--- src/pnpm_pkg.sv ---
package pnpm_pkg;

    // point coordinate width
    localparam int COORD_BITS = 16;

    // configuration register widths
    localparam int CFG_W     = 20;
    localparam int TGT_W     = 12;
    localparam int RAD_W     = 8;
    localparam int REG_IDX_W = 3;

    // shared multiplier operands: unsigned 20-bit intrinsics or signed coordinates
    localparam int OPA_W  = ((CFG_W > COORD_BITS) ? CFG_W : COORD_BITS) + 1;
    localparam int OPB_W  = COORD_BITS + 1;
    localparam int PROD_W = OPA_W + OPB_W;
    localparam int ACC_W  = PROD_W + 1;

    // intrinsics carry 8 fraction bits
    localparam int FRAC_W = 8;

    // serial divider, two quotient bits per cycle
    localparam int MAG_W     = ACC_W - 1 - FRAC_W;
    localparam int DVD_W     = MAG_W + (MAG_W % 2);
    localparam int DVS_W     = COORD_BITS - 1;
    localparam int DIV_STEPS = DVD_W / 2;
    localparam int DCNT_W    = $clog2(DIV_STEPS);

    // projected pixel and window bounds
    localparam int COL_W = DVD_W + 1;
    localparam int WIN_W = TGT_W + 2;

    // squared distance
    localparam int DIST_W = 32;

    // stream payload width, whole bytes
    localparam int DATA_W = ((3 * COORD_BITS + 7) / 8) * 8;

    localparam logic [RAD_W-1:0] RADIUS_RESET = RAD_W'(5);

    // register indexes on the configuration channel
    typedef enum logic [REG_IDX_W-1:0] {
        REG_FOCAL_X     = 3'd0,
        REG_FOCAL_Y     = 3'd1,
        REG_PRINCIPAL_X = 3'd2,
        REG_PRINCIPAL_Y = 3'd3,
        REG_TARGET_X    = 3'd4,
        REG_TARGET_Y    = 3'd5,
        REG_RADIUS      = 3'd6
    } reg_idx_t;

    typedef logic signed [COORD_BITS-1:0] coord_t;

    // divider request and response
    typedef struct packed {
        logic             start;
        logic [DVD_W-1:0] dividend;
        logic [DVS_W-1:0] divisor;
    } div_req_t;

    typedef struct packed {
        logic             done;
        logic [DVD_W-1:0] quotient;
    } div_rsp_t;

endpackage

--- src/pnpm_div.sv ---
module pnpm_div
    import pnpm_pkg::*;
(
    input  logic     clk,
    input  logic     rst_n,
    input  div_req_t req,
    output div_rsp_t rsp
);

    logic              busy_reg, busy_next;
    logic              done_reg, done_next;
    logic [DCNT_W-1:0] cnt_reg, cnt_next;
    logic [DVD_W-1:0]  quo_reg, quo_next;
    logic [DVS_W-1:0]  rem_reg, rem_next;
    logic [DVS_W-1:0]  dvs_reg, dvs_next;

    logic [DVS_W:0]    r1, r2, rm1, rm2;
    logic              ge1, ge2;

    // two restoring steps per cycle
    always_comb
    begin
        r1  = {rem_reg, quo_reg[DVD_W-1]};
        ge1 = (r1 >= {1'b0, dvs_reg});
        rm1 = ge1 ? (r1 - {1'b0, dvs_reg}) : r1;
        r2  = {rm1[DVS_W-1:0], quo_reg[DVD_W-2]};
        ge2 = (r2 >= {1'b0, dvs_reg});
        rm2 = ge2 ? (r2 - {1'b0, dvs_reg}) : r2;
    end

    // sequencing of the iterations
    always_comb
    begin
        busy_next = busy_reg;
        done_next = 1'b0;
        cnt_next  = cnt_reg;
        quo_next  = quo_reg;
        rem_next  = rem_reg;
        dvs_next  = dvs_reg;
        if (req.start)
        begin
            busy_next = 1'b1;
            cnt_next  = DCNT_W'(DIV_STEPS - 1);
            quo_next  = req.dividend;
            rem_next  = '0;
            dvs_next  = req.divisor;
        end
        else if (busy_reg)
        begin
            quo_next = {quo_reg[DVD_W-3:0], ge1, ge2};
            rem_next = rm2[DVS_W-1:0];
            cnt_next = cnt_reg - 1'b1;
            if (cnt_reg == '0)
            begin
                busy_next = 1'b0;
                done_next = 1'b1;
            end
        end
    end

    always_ff @(posedge clk or negedge rst_n)
    begin
        if (!rst_n)
        begin
            busy_reg <= 1'b0;
            done_reg <= 1'b0;
            cnt_reg  <= '0;
        end
        else
        begin
            busy_reg <= busy_next;
            done_reg <= done_next;
            cnt_reg  <= cnt_next;
        end
    end

    always_ff @(posedge clk)
    begin
        quo_reg <= quo_next;
        rem_reg <= rem_next;
        dvs_reg <= dvs_next;
    end

    assign rsp.done     = done_reg;
    assign rsp.quotient = quo_reg;

endmodule

--- src/pinhole_nearest_point_match_top.sv ---
// Nearest point search over a point cloud through a pinhole camera model.
// Slave stream: one point per request, x/y/z in s_tdata, s_tlast marks the
// last point of a scan. Master stream: one result per scan, the best point
// in m_tdata and the found flag in m_tuser. Intrinsics, target pixel and
// radius are to be written on the cfg channel while no point is in flight;
// the block itself does not enforce it. Each point is worked through one
// shared multiplier and one serial divider that yields two quotient bits
// per cycle, so s_tready drops after a request:
//   depth zero or below: straight to the final state
//   column outside the window: column products, division and window check
//   row outside the window: the column steps, then those of the row
//   point inside the window: both axes, then squared distance and update
// The result of a last point is in the output register when s_tready
// returns. If the receiver stalls, that result waits and points keep
// flowing; only a further last point waits in its final cycle until the
// register is free. Reset clears the search, drops m_tvalid and sets the
// configuration registers to zero except the radius, which comes up as 5.
module pinhole_nearest_point_match_top
    import pnpm_pkg::*;
(
    input  logic                 clk,
    input  logic                 rst_n,
    // slave stream
    input  logic                 s_tvalid,
    output logic                 s_tready,
    input  logic [DATA_W-1:0]    s_tdata,   // point_x, point_y, point_z
    input  logic                 s_tlast,   // last_point
    // master stream
    output logic                 m_tvalid,
    input  logic                 m_tready,
    output logic [DATA_W-1:0]    m_tdata,   // hit_x, hit_y, hit_z
    output logic                 m_tuser,   // found
    // configuration writes
    input  logic                 cfg_valid,
    output logic                 cfg_ready,
    input  logic [REG_IDX_W-1:0] cfg_index,
    input  logic [CFG_W-1:0]     cfg_data
);

    typedef enum logic [12:0] {
        ST_IDLE  = 13'b0000000000001,
        ST_MULA  = 13'b0000000000010,
        ST_MULB  = 13'b0000000000100,
        ST_SUMN  = 13'b0000000001000,
        ST_DIVGO = 13'b0000000010000,
        ST_DIVW  = 13'b0000000100000,
        ST_WIN   = 13'b0000001000000,
        ST_SQX   = 13'b0000010000000,
        ST_SQY   = 13'b0000100000000,
        ST_SQZ   = 13'b0001000000000,
        ST_SQS   = 13'b0010000000000,
        ST_UPD   = 13'b0100000000000,
        ST_FIN   = 13'b1000000000000
    } state_t;

    state_t state_reg, state_next;

    // configuration registers
    logic [CFG_W-1:0] focal_x_reg, focal_y_reg, principal_x_reg, principal_y_reg;
    logic [TGT_W-1:0] target_x_reg, target_y_reg;
    logic [RAD_W-1:0] radius_reg;

    // current point
    coord_t x_reg, x_next, y_reg, y_next, z_reg, z_next;
    logic   last_reg, last_next;
    logic   axis_reg, axis_next;

    // datapath
    logic signed [PROD_W-1:0] prod_reg, prod_next;
    logic signed [ACC_W-1:0]  acc_reg, acc_next;
    logic signed [COL_W-1:0]  col_reg, col_next;
    logic                     neg_reg, neg_next;

    // search state
    logic [DIST_W-1:0] best_dist_reg, best_dist_next;
    coord_t            best_x_reg, best_x_next, best_y_reg, best_y_next;
    coord_t            best_z_reg, best_z_next;
    logic              any_reg, any_next;

    // output register
    logic              out_valid_reg, out_valid_next;
    logic [DATA_W-1:0] out_data_reg, out_data_next;
    logic              out_found_reg, out_found_next;

    logic signed [OPA_W-1:0] mul_a;
    logic signed [OPB_W-1:0] mul_b;
    logic [ACC_W-1:0]        mag;
    logic signed [WIN_W-1:0] tgt_s, rad_s, win_lo, win_hi;
    logic                    win_ok;
    logic [DIST_W-1:0]       dist_sat;
    logic [CFG_W-1:0]        focal_sel, principal_sel;
    logic [TGT_W-1:0]        target_sel;
    coord_t                  coord_sel;
    coord_t                  s_x, s_y, s_z;
    logic                    s_fire;
    div_req_t                div_req;
    div_rsp_t                div_rsp;

    assign s_x    = s_tdata[COORD_BITS-1:0];
    assign s_y    = s_tdata[2*COORD_BITS-1:COORD_BITS];
    assign s_z    = s_tdata[3*COORD_BITS-1:2*COORD_BITS];
    assign s_fire = s_tvalid && s_tready;

    assign s_tready  = (state_reg == ST_IDLE);
    assign cfg_ready = 1'b1;
    assign m_tvalid  = out_valid_reg;
    assign m_tdata   = out_data_reg;
    assign m_tuser   = out_found_reg;

    // configuration write
    always_ff @(posedge clk or negedge rst_n)
    begin
        if (!rst_n)
        begin
            focal_x_reg     <= '0;
            focal_y_reg     <= '0;
            principal_x_reg <= '0;
            principal_y_reg <= '0;
            target_x_reg    <= '0;
            target_y_reg    <= '0;
            radius_reg      <= RADIUS_RESET;
        end
        else if (cfg_valid && cfg_ready)
        begin
            unique case (reg_idx_t'(cfg_index))
                REG_FOCAL_X:     focal_x_reg     <= cfg_data;
                REG_FOCAL_Y:     focal_y_reg     <= cfg_data;
                REG_PRINCIPAL_X: principal_x_reg <= cfg_data;
                REG_PRINCIPAL_Y: principal_y_reg <= cfg_data;
                REG_TARGET_X:    target_x_reg    <= cfg_data[TGT_W-1:0];
                REG_TARGET_Y:    target_y_reg    <= cfg_data[TGT_W-1:0];
                REG_RADIUS:      radius_reg      <= cfg_data[RAD_W-1:0];
                default:         ;
            endcase
        end
    end

    // axis selection
    assign focal_sel     = axis_reg ? focal_y_reg : focal_x_reg;
    assign principal_sel = axis_reg ? principal_y_reg : principal_x_reg;
    assign target_sel    = axis_reg ? target_y_reg : target_x_reg;
    assign coord_sel     = axis_reg ? y_reg : x_reg;

    // shared multiplier operands
    always_comb
    begin
        mul_a = '0;
        mul_b = '0;
        unique case (state_reg)
            ST_MULA:
            begin
                mul_a = OPA_W'(signed'({1'b0, focal_sel}));
                mul_b = OPB_W'(coord_sel);
            end
            ST_MULB:
            begin
                mul_a = OPA_W'(signed'({1'b0, principal_sel}));
                mul_b = OPB_W'(z_reg);
            end
            ST_SQX:
            begin
                mul_a = OPA_W'(x_reg);
                mul_b = OPB_W'(x_reg);
            end
            ST_SQY:
            begin
                mul_a = OPA_W'(y_reg);
                mul_b = OPB_W'(y_reg);
            end
            ST_SQZ:
            begin
                mul_a = OPA_W'(z_reg);
                mul_b = OPB_W'(z_reg);
            end
            default:
            begin
                mul_a = '0;
                mul_b = '0;
            end
        endcase
    end

    assign prod_next = mul_a * mul_b;

    // numerator magnitude for the divider
    assign mag = acc_reg[ACC_W-1] ? ACC_W'(-acc_reg) : ACC_W'(acc_reg);

    always_comb
    begin
        div_req.start    = (state_reg == ST_DIVGO);
        div_req.dividend = DVD_W'(mag[ACC_W-2:FRAC_W]);
        div_req.divisor  = z_reg[DVS_W-1:0];
    end

    pnpm_div u_div (
        .clk   (clk),
        .rst_n (rst_n),
        .req   (div_req),
        .rsp   (div_rsp)
    );

    // window bounds: target minus radius < pixel < target plus radius
    always_comb
    begin
        tgt_s  = WIN_W'({1'b0, target_sel});
        rad_s  = WIN_W'({1'b0, radius_reg});
        win_lo = tgt_s - rad_s;
        win_hi = tgt_s + rad_s;
        win_ok = (col_reg > COL_W'(win_lo)) && (col_reg < COL_W'(win_hi));
    end

    // squared distance, saturated
    assign dist_sat = (|acc_reg[ACC_W-1:DIST_W]) ? '1 : acc_reg[DIST_W-1:0];

    // sequencer
    always_comb
    begin
        state_next     = state_reg;
        x_next         = x_reg;
        y_next         = y_reg;
        z_next         = z_reg;
        last_next      = last_reg;
        axis_next      = axis_reg;
        acc_next       = acc_reg;
        col_next       = col_reg;
        neg_next       = neg_reg;
        best_dist_next = best_dist_reg;
        best_x_next    = best_x_reg;
        best_y_next    = best_y_reg;
        best_z_next    = best_z_reg;
        any_next       = any_reg;
        out_valid_next = out_valid_reg && !m_tready;
        out_data_next  = out_data_reg;
        out_found_next = out_found_reg;

        unique case (state_reg)
            ST_IDLE:
            begin
                if (s_fire)
                begin
                    x_next    = s_x;
                    y_next    = s_y;
                    z_next    = s_z;
                    last_next = s_tlast;
                    axis_next = 1'b0;
                    if (!s_z[COORD_BITS-1] && (s_z != '0))
                        state_next = ST_MULA;
                    else
                        state_next = ST_FIN;
                end
            end
            ST_MULA:
                state_next = ST_MULB;
            ST_MULB:
            begin
                acc_next   = ACC_W'(prod_reg);
                state_next = ST_SUMN;
            end
            ST_SUMN:
            begin
                acc_next   = acc_reg + ACC_W'(prod_reg);
                state_next = ST_DIVGO;
            end
            ST_DIVGO:
            begin
                neg_next   = acc_reg[ACC_W-1];
                state_next = ST_DIVW;
            end
            ST_DIVW:
            begin
                if (div_rsp.done)
                begin
                    col_next   = neg_reg ? -signed'({1'b0, div_rsp.quotient})
                                         :  signed'({1'b0, div_rsp.quotient});
                    state_next = ST_WIN;
                end
            end
            ST_WIN:
            begin
                if (!win_ok)
                    state_next = ST_FIN;
                else if (!axis_reg)
                begin
                    axis_next  = 1'b1;
                    state_next = ST_MULA;
                end
                else
                    state_next = ST_SQX;
            end
            ST_SQX:
                state_next = ST_SQY;
            ST_SQY:
            begin
                acc_next   = ACC_W'(prod_reg);
                state_next = ST_SQZ;
            end
            ST_SQZ:
            begin
                acc_next   = acc_reg + ACC_W'(prod_reg);
                state_next = ST_SQS;
            end
            ST_SQS:
            begin
                acc_next   = acc_reg + ACC_W'(prod_reg);
                state_next = ST_UPD;
            end
            ST_UPD:
            begin
                // first match always taken, later ones only when strictly closer
                if (!any_reg || (dist_sat < best_dist_reg))
                begin
                    best_dist_next = dist_sat;
                    best_x_next    = x_reg;
                    best_y_next    = y_reg;
                    best_z_next    = z_reg;
                    any_next       = 1'b1;
                end
                state_next = ST_FIN;
            end
            ST_FIN:
            begin
                if (!last_reg)
                    state_next = ST_IDLE;
                else if (!out_valid_reg || m_tready)
                begin
                    out_valid_next = 1'b1;
                    out_found_next = any_reg;
                    out_data_next  = DATA_W'({best_z_reg, best_y_reg, best_x_reg});
                    best_dist_next = '1;
                    best_x_next    = '0;
                    best_y_next    = '0;
                    best_z_next    = '0;
                    any_next       = 1'b0;
                    state_next     = ST_IDLE;
                end
            end
            default:
                state_next = ST_IDLE;
        endcase
    end

    // control and search state
    always_ff @(posedge clk or negedge rst_n)
    begin
        if (!rst_n)
        begin
            state_reg     <= ST_IDLE;
            best_dist_reg <= '1;
            best_x_reg    <= '0;
            best_y_reg    <= '0;
            best_z_reg    <= '0;
            any_reg       <= 1'b0;
            out_valid_reg <= 1'b0;
        end
        else
        begin
            state_reg     <= state_next;
            best_dist_reg <= best_dist_next;
            best_x_reg    <= best_x_next;
            best_y_reg    <= best_y_next;
            best_z_reg    <= best_z_next;
            any_reg       <= any_next;
            out_valid_reg <= out_valid_next;
        end
    end

    // datapath registers
    always_ff @(posedge clk)
    begin
        x_reg         <= x_next;
        y_reg         <= y_next;
        z_reg         <= z_next;
        last_reg      <= last_next;
        axis_reg      <= axis_next;
        prod_reg      <= prod_next;
        acc_reg       <= acc_next;
        col_reg       <= col_next;
        neg_reg       <= neg_next;
        out_data_reg  <= out_data_next;
        out_found_reg <= out_found_next;
    end

endmodule

--- config.mk ---
export PLATFORM = sky130hd
export DESIGN_NAME = pinhole_nearest_point_match_top
export DESIGN_NICKNAME = d
export VERILOG_FILES = /design/src/pnpm_pkg.sv /design/src/pnpm_div.sv /design/src/pinhole_nearest_point_match_top.sv
export SDC_FILE = /design/constraint.sdc
export NUM_CORES = 2
export LEC_CHECK = 0
export BUFFER_PORTS_ARGS = -buffer_cell sky130_fd_sc_hd__buf_2
export CORE_ASPECT_RATIO = 0.75
export CORE_MARGIN = 3
export CORE_UTILIZATION = 34
export CTS_CLUSTER_SIZE = 12
export DETAILED_ROUTE_END_ITERATION = 10
export GPL_TIMING_DRIVEN = 0
export PLACE_DENSITY = 0.48
export SLEW_MARGIN = 20
export SYNTH_ARGS = -nofsm -noshare
export SYNTH_HDL_FRONTEND = slang
export SYNTH_SLANG_ARGS = --single-unit
--- constraint.sdc ---
create_clock -name clk -period 18.9 [get_ports clk]
set_input_delay 3.78 -clock clk [delete_from_list [all_inputs] [get_ports clk]]
set_output_delay 3.78 -clock clk [all_outputs]
set_load 0.005 [all_outputs]
* Word level (Yosys, flattened, before mapping)
Cells that the tools add are included.
** Storage, ports and cells
- Register bits after elaboration :: 481
- Input port bits :: 77
- Output and inout port bits :: 52
- Word-level logic and storage cells :: 158
** Operators by class
- $add $sub $neg :: 8
- Multiply operators :: 1
- Magnitude comparators :: 5
- Equal/unequal tests :: 26
- Multiplexer cells :: 52
- Reduce and logical (&&, ||, !) cells :: 34
** Operators with widths (number)
- one-hot mux 13 bit (13 select lines) :: 1
- 2-to-1 mux 32 bit :: 4
- one-hot mux 21 bit (5 select lines) :: 1
- 2-to-1 mux 16 bit :: 6
- one-hot mux 16 bit (2 select lines) :: 3
- 2-to-1 mux 30 bit :: 3
- 2-to-1 mux 13 bit :: 6
- one-hot mux 39 bit (2 select lines) :: 1
- one-hot mux 17 bit (4 select lines) :: 1
- one-hot mux 32 bit (2 select lines) :: 1
- 2-to-1 mux 20 bit :: 2
- adder 39 x 38 -> 39 bit :: 1
- multiplier 21 x 17 -> 38 bit :: 1
- 2-to-1 mux 38 bit :: 1
- negation 38 bit :: 1
- greater-or-equal comparator 16 x 15 -> 1 bit :: 2
- < comparator 32 bit :: 1
- > comparator 31 x 13 -> 1 bit :: 1
- < comparator 31 x 14 -> 1 bit :: 1
- negation 30 -> 31 bit :: 1
- 2-to-1 mux 15 bit :: 2
- subtractor 15 bit :: 2
- AND reduction 2 bit :: 9
- nonzero test 16 bit :: 1
- other kinds (38) :: 73

* Longest topological paths before layout
- Word-level depth :: 6
- Gate-level depth with buffers :: 33
- Gate-level depth less buffers :: 31

* Hierarchy
A second synthesis with hierarchy kept.
** Second synthesis, totals
- Cells, all modules :: 3864
- Area, all modules :: 39085.0 um^2
** By module, submodules not included
- pinhole_nearest_point_match_top :: times used 1, cells each 3460, area each 34845.9 um^2, seq. area each 11089.4 um^2
- pnpm_div :: times used 1, cells each 404, area each 4239.1 um^2, seq. area each 1801.7 um^2

* Worst setup path before layout
Ideal clock, no wire load.
- Path kind :: register to register
- Start point :: reg state_reg[4]
- End point :: reg prod_reg[36]
- Setup time :: 126 ps
- Data arrival time :: 8170 ps
- Data required time :: 18774 ps
- Slack :: 10603 ps
- Cell stages (with the launch flop) :: 33
- Path buffers :: 2
- Period minus slack after synthesis :: 8297 ps
- Cells stage by stage :: dfrtp_1 -> nor4_2 -> nand3_1 -> or3_1 -> nor3b_2 -> a22oi_1 -> and2_1 -> buf_2 -> inv_2 -> or2_2 -> clkbuf_1 -> nand2_1 -> fa_1 -> inv_1 -> fa_1 -> inv_1 -> fa_1 -> inv_1 -> fa_1 -> fa_1 -> inv_1 -> fa_1 -> inv_1 -> ha_1 -> a21o_1 -> a21o_1 -> a31o_2 -> and3_1 -> a211o_1 -> o221a_2 -> a211oi_1 -> a22oi_1 -> xor2_1
** On the way
- Cells in the longest elaborated chain, start to end :: 4
- Elaborated cells between the ends (all ways) :: 9
- Classes of those cells :: mul (1); eq/ne (5); mux (2); reduce/logical (1)
** Ends and longest elaborated chain
- from (decl) :: RTL line pinhole_nearest_point_match_top.sv:56 : state_t state_reg, state_next;
- from (signal assigned) :: RTL line pinhole_nearest_point_match_top.sv:357 : state_reg <= state_next;
- equality test 13 x 10 -> 1 bit or equality test 13 x 3 -> 1 bit (tied branches) :: RTL line pinhole_nearest_point_match_top.sv:149 : unique case (state_reg)
- OR reduction 2 bit (no line)
- one-hot mux 17 bit (4 select lines) :: RTL line pinhole_nearest_point_match_top.sv:149
- multiplier 21 x 17 -> 38 bit (*) :: RTL line pinhole_nearest_point_match_top.sv:183 : assign prod_next = mul_a * mul_b;
- via prod_next[36] :: RTL line pinhole_nearest_point_match_top.sv:69 : logic signed [PROD_W-1:0] prod_reg, prod_next;
- to (signal assigned) :: RTL line pinhole_nearest_point_match_top.sv:375 : prod_reg <= prod_next;
- to (decl) :: RTL line pinhole_nearest_point_match_top.sv:69
Mark *: on every way through the listed nets, which the timed path passes. The rest lies on a longest branch.
A chain may end at the register's enable or synchronous reset.

* Final worst setup path
- Start point :: reg state_reg[12]
- End point :: reg prod_reg[37]
The elaborated chain is that of the path after synthesis.

==> impl_metrics.env <==
export IMPL_post_route_drc_count=0
export IMPL_hold_violations=0
export IMPL_async_flop_share=0.443
export IMPL_status="finished, final reports clean"
export IMPL_cp_common_cell="fa_1"
export IMPL_clkLatencyLatePin_ns=0.65
export IMPL_synthTopCellsByArea="fa_1 (19%), edfxtp_1 (17%), dfrtp_1 (12%)"
export IMPL_core_um2=112000
export IMPL_synth_top_cell_by_area="fa_1"
export IMPL_synth_top_family_by_area="adder cells"
export IMPL_m1WireLength_mm=57.2
export IMPL_p_leak_nw=19.6
export IMPL_netlist_top_cells_count="inv_1 (513), nand2_1 (448), fa_1 (362)"
export IMPL_crit_slowest_cell="o211ai_1"
export IMPL_synth_edf_count=215
export IMPL_cts_sinks=481
export IMPL_highest_layer="met5"
export IMPL_wl_mm=117
export IMPL_crit_required_ns=19.40
export IMPL_fill_cells=11400
export IMPL_largest_reg_flops=48
export IMPL_post_place_ws_ns=8.37
export IMPL_yosys_most_used_dff="edfxtp_1"
export IMPL_drive_gt1_frac=0.114
export IMPL_synth_compound_area_frac=0.105
export IMPL_avgSynthCellArea_um2=10.1
export IMPL_slew_viol_final=0
export IMPL_p_total_w=0.00397
export IMPL_slew_headroom=0.242
export IMPL_clk_path_buf_depth=3
export IMPL_rows=106
export IMPL_stdcell_area_um2=43300
export IMPL_final_nets=4720
export IMPL_path_max_fanout=10
export IMPL_vias_per_cell=5.08
export IMPL_dr_pass1_iters=5
export IMPL_synth_nets=4523
export IMPL_worstSetupPathType="register to register"
export IMPL_die_area_um2=117000
export IMPL_cts_tree="yes"
export IMPL_die_h_um=298
export IMPL_drv_cap=0
export IMPL_fin_setup_tns_ns=0
export IMPL_synthToLayoutAreaGrowth_pct=12.3
export IMPL_power_density_nw_per_um2=91.7
export IMPL_hp_class="register to register"
export IMPL_wl_per_cell_um=21.0
export IMPL_ir_drop_mv=0.0780
export IMPL_cts_max_level=2
export IMPL_fmax_mhz=93.3
export IMPL_yosysTopAreaCellShare=0.188
export IMPL_yosysWarnings=0
export IMPL_fin_crit_sh=0.567
export IMPL_postCtsHoldBufs=0
export IMPL_cts_setup_buffers=0
export IMPL_synth_fa_ha_area_frac=0.270
export IMPL_ios=129
export IMPL_initial_core_util=0.344
export IMPL_synthDistinctLibCells=82
export IMPL_port_buffers=127
export IMPL_die_w_um=395
export IMPL_grt_max_degree=93
export IMPL_met3_length_mm=7.89
export IMPL_grt_pass1_vias=28000
export IMPL_ys_seq_elements=481
export IMPL_syn_area_um2=38500
export IMPL_synthSimpleGateAreaFrac=0.130
export IMPL_finClkSkew_ns=0.0388
export IMPL_grt_pass1_wl_mm=178
export IMPL_yosys_cell_count_top_type="inv_1"
export IMPL_cts_made_buffers=54
export IMPL_synthMuxAreaShare=0.0567
export IMPL_root_buffer="clkbuf_16"
export IMPL_cts_resized=0
export IMPL_arrival_ns=11.21
export IMPL_critical_path_max_stage_delay_ns=0.70
export IMPL_drtIter0Drc=1910
export IMPL_grtUsageTotal=0.199
export IMPL_vias=28400
export IMPL_end_kind="register"
export IMPL_setup_viol=0
export IMPL_synth_cells=3832
export IMPL_startpoint_type="register"
export IMPL_yosysSeqAreaShare=0.334
export IMPL_place_congestion=0.884
export IMPL_synth_xor_area_share=0.0398
export IMPL_period_needed_ns=10.72
export IMPL_timing_final_ws_setup_ns=8.18
export IMPL_antenna_found_initial=5
export IMPL_met2_length_mm=50.6
export IMPL_grt_remaining_overflow=0
export IMPL_postPlaceCellArea_um2=41400
export IMPL_tightest_slew_ns=1.14
export IMPL_dp_hpwl_mm=95.4
export IMPL_clk_pin_slew_ns=0.06
export IMPL_rsz0062_at_grt="false"
export IMPL_ant_nets=0
==> layout by cell type, fill, tap and decap left out, drive strengths merged, types with 71 or more instances in the layout <==
| cell type | count |
|---|---|
| mux2i | 71 |
| inv | 516 |
| nand3 | 77 |
| clkbuf | 188 |
| edfxtp | 215 |
| xnor2 | 105 |
| nor2 | 284 |
| ha | 252 |
| mux2 | 131 |
| dfrtp | 178 |
| nand2 | 448 |
| buf | 167 |
| a21oi | 135 |
| fa | 362 |
| o21ai | 153 |
==> report_power, final <==
group          internal, W  switching (W)  total [W]
combinational     0.000533       0.000770    0.00130
sequential         0.00137       0.000164    0.00153
clock             0.000657       0.000477    0.00113
total              0.00256        0.00141    0.00397
==> per-layer routing <==
| metal | up-vias | GRT usage |
|---|---|---|
| met5 | - | 0 |
| met4 | 2 | 0.0336 |
| met3 | 107 | 0.0400 |
| met2 | 647 | 0.292 |
| met1 | 14400 | 0.304 |
| li1 | 13200 | - |
==> per-stage QoR <==
step	hold slack, ns	utilization	instances
finish	0.444	0.387	5590
global route	0.453	0.387	5588
CTS	0.446	0.387	5587
detailed placement	0.431	0.370	5485
global placement	0.430	0.367	5471
floorplan	0.424	-	3832
==> worst paths after layout <==
check	from	to	slack [ns]	cells after the start
worst max-delay path	state_reg[12]	prod_reg[37]	8.18	30
worst min-delay path	best_y_reg[11]	m_tdata[27]	0.44	0
worst min register to register	best_y_reg[11]	m_tdata[27]	0.44	0
max in group asynchronous	rst_n	focal_x_reg[11]	15.01	2
min in group asynchronous	rst_n	any_reg	3.07	1
worst max register to register	state_reg[12]	prod_reg[37]	8.18	30
==> area by class of cell <==
class,count,area [um2],share of cell area
Multi-Input combinational cell,2702,23300,0.538
Sequential cell,481,12900,0.298
Inverter,515,1930,0.0447
Tap cell,1512,1890,0.0437
Clock buffer,80,1550,0.0358
Timing Repair Buffer,141,865,0.0200
Buffer,134,529,0.0122
Clock inverter,22,352,0.00812
Antenna cell,3,7.51,0.000173
==> critical path: cells and delay by family, from the launching register on <==
kind | cells | cell delay, ns
AO/OA/AOI/OAI | 7 | 2.32
adder cells (fa/ha/maj) | 7 | 3.48
XOR/XNOR | 1 | 0.16
buffers and inverters | 9 | 2.27
flip-flops | 1 | 0.45
AND/OR/NAND/NOR | 6 | 1.87
==> cells by family after synthesis <==
family,count (synthesis)
muxes,202
other,1
buffers and inverters,649
AOI/OAI and AO/OA,618
adders and majority gates,614
and+or+nand+nor,1092
DFF,481
xor gates and xnor gates,175
Note: power is estimated with default switching activity, not from simulation.
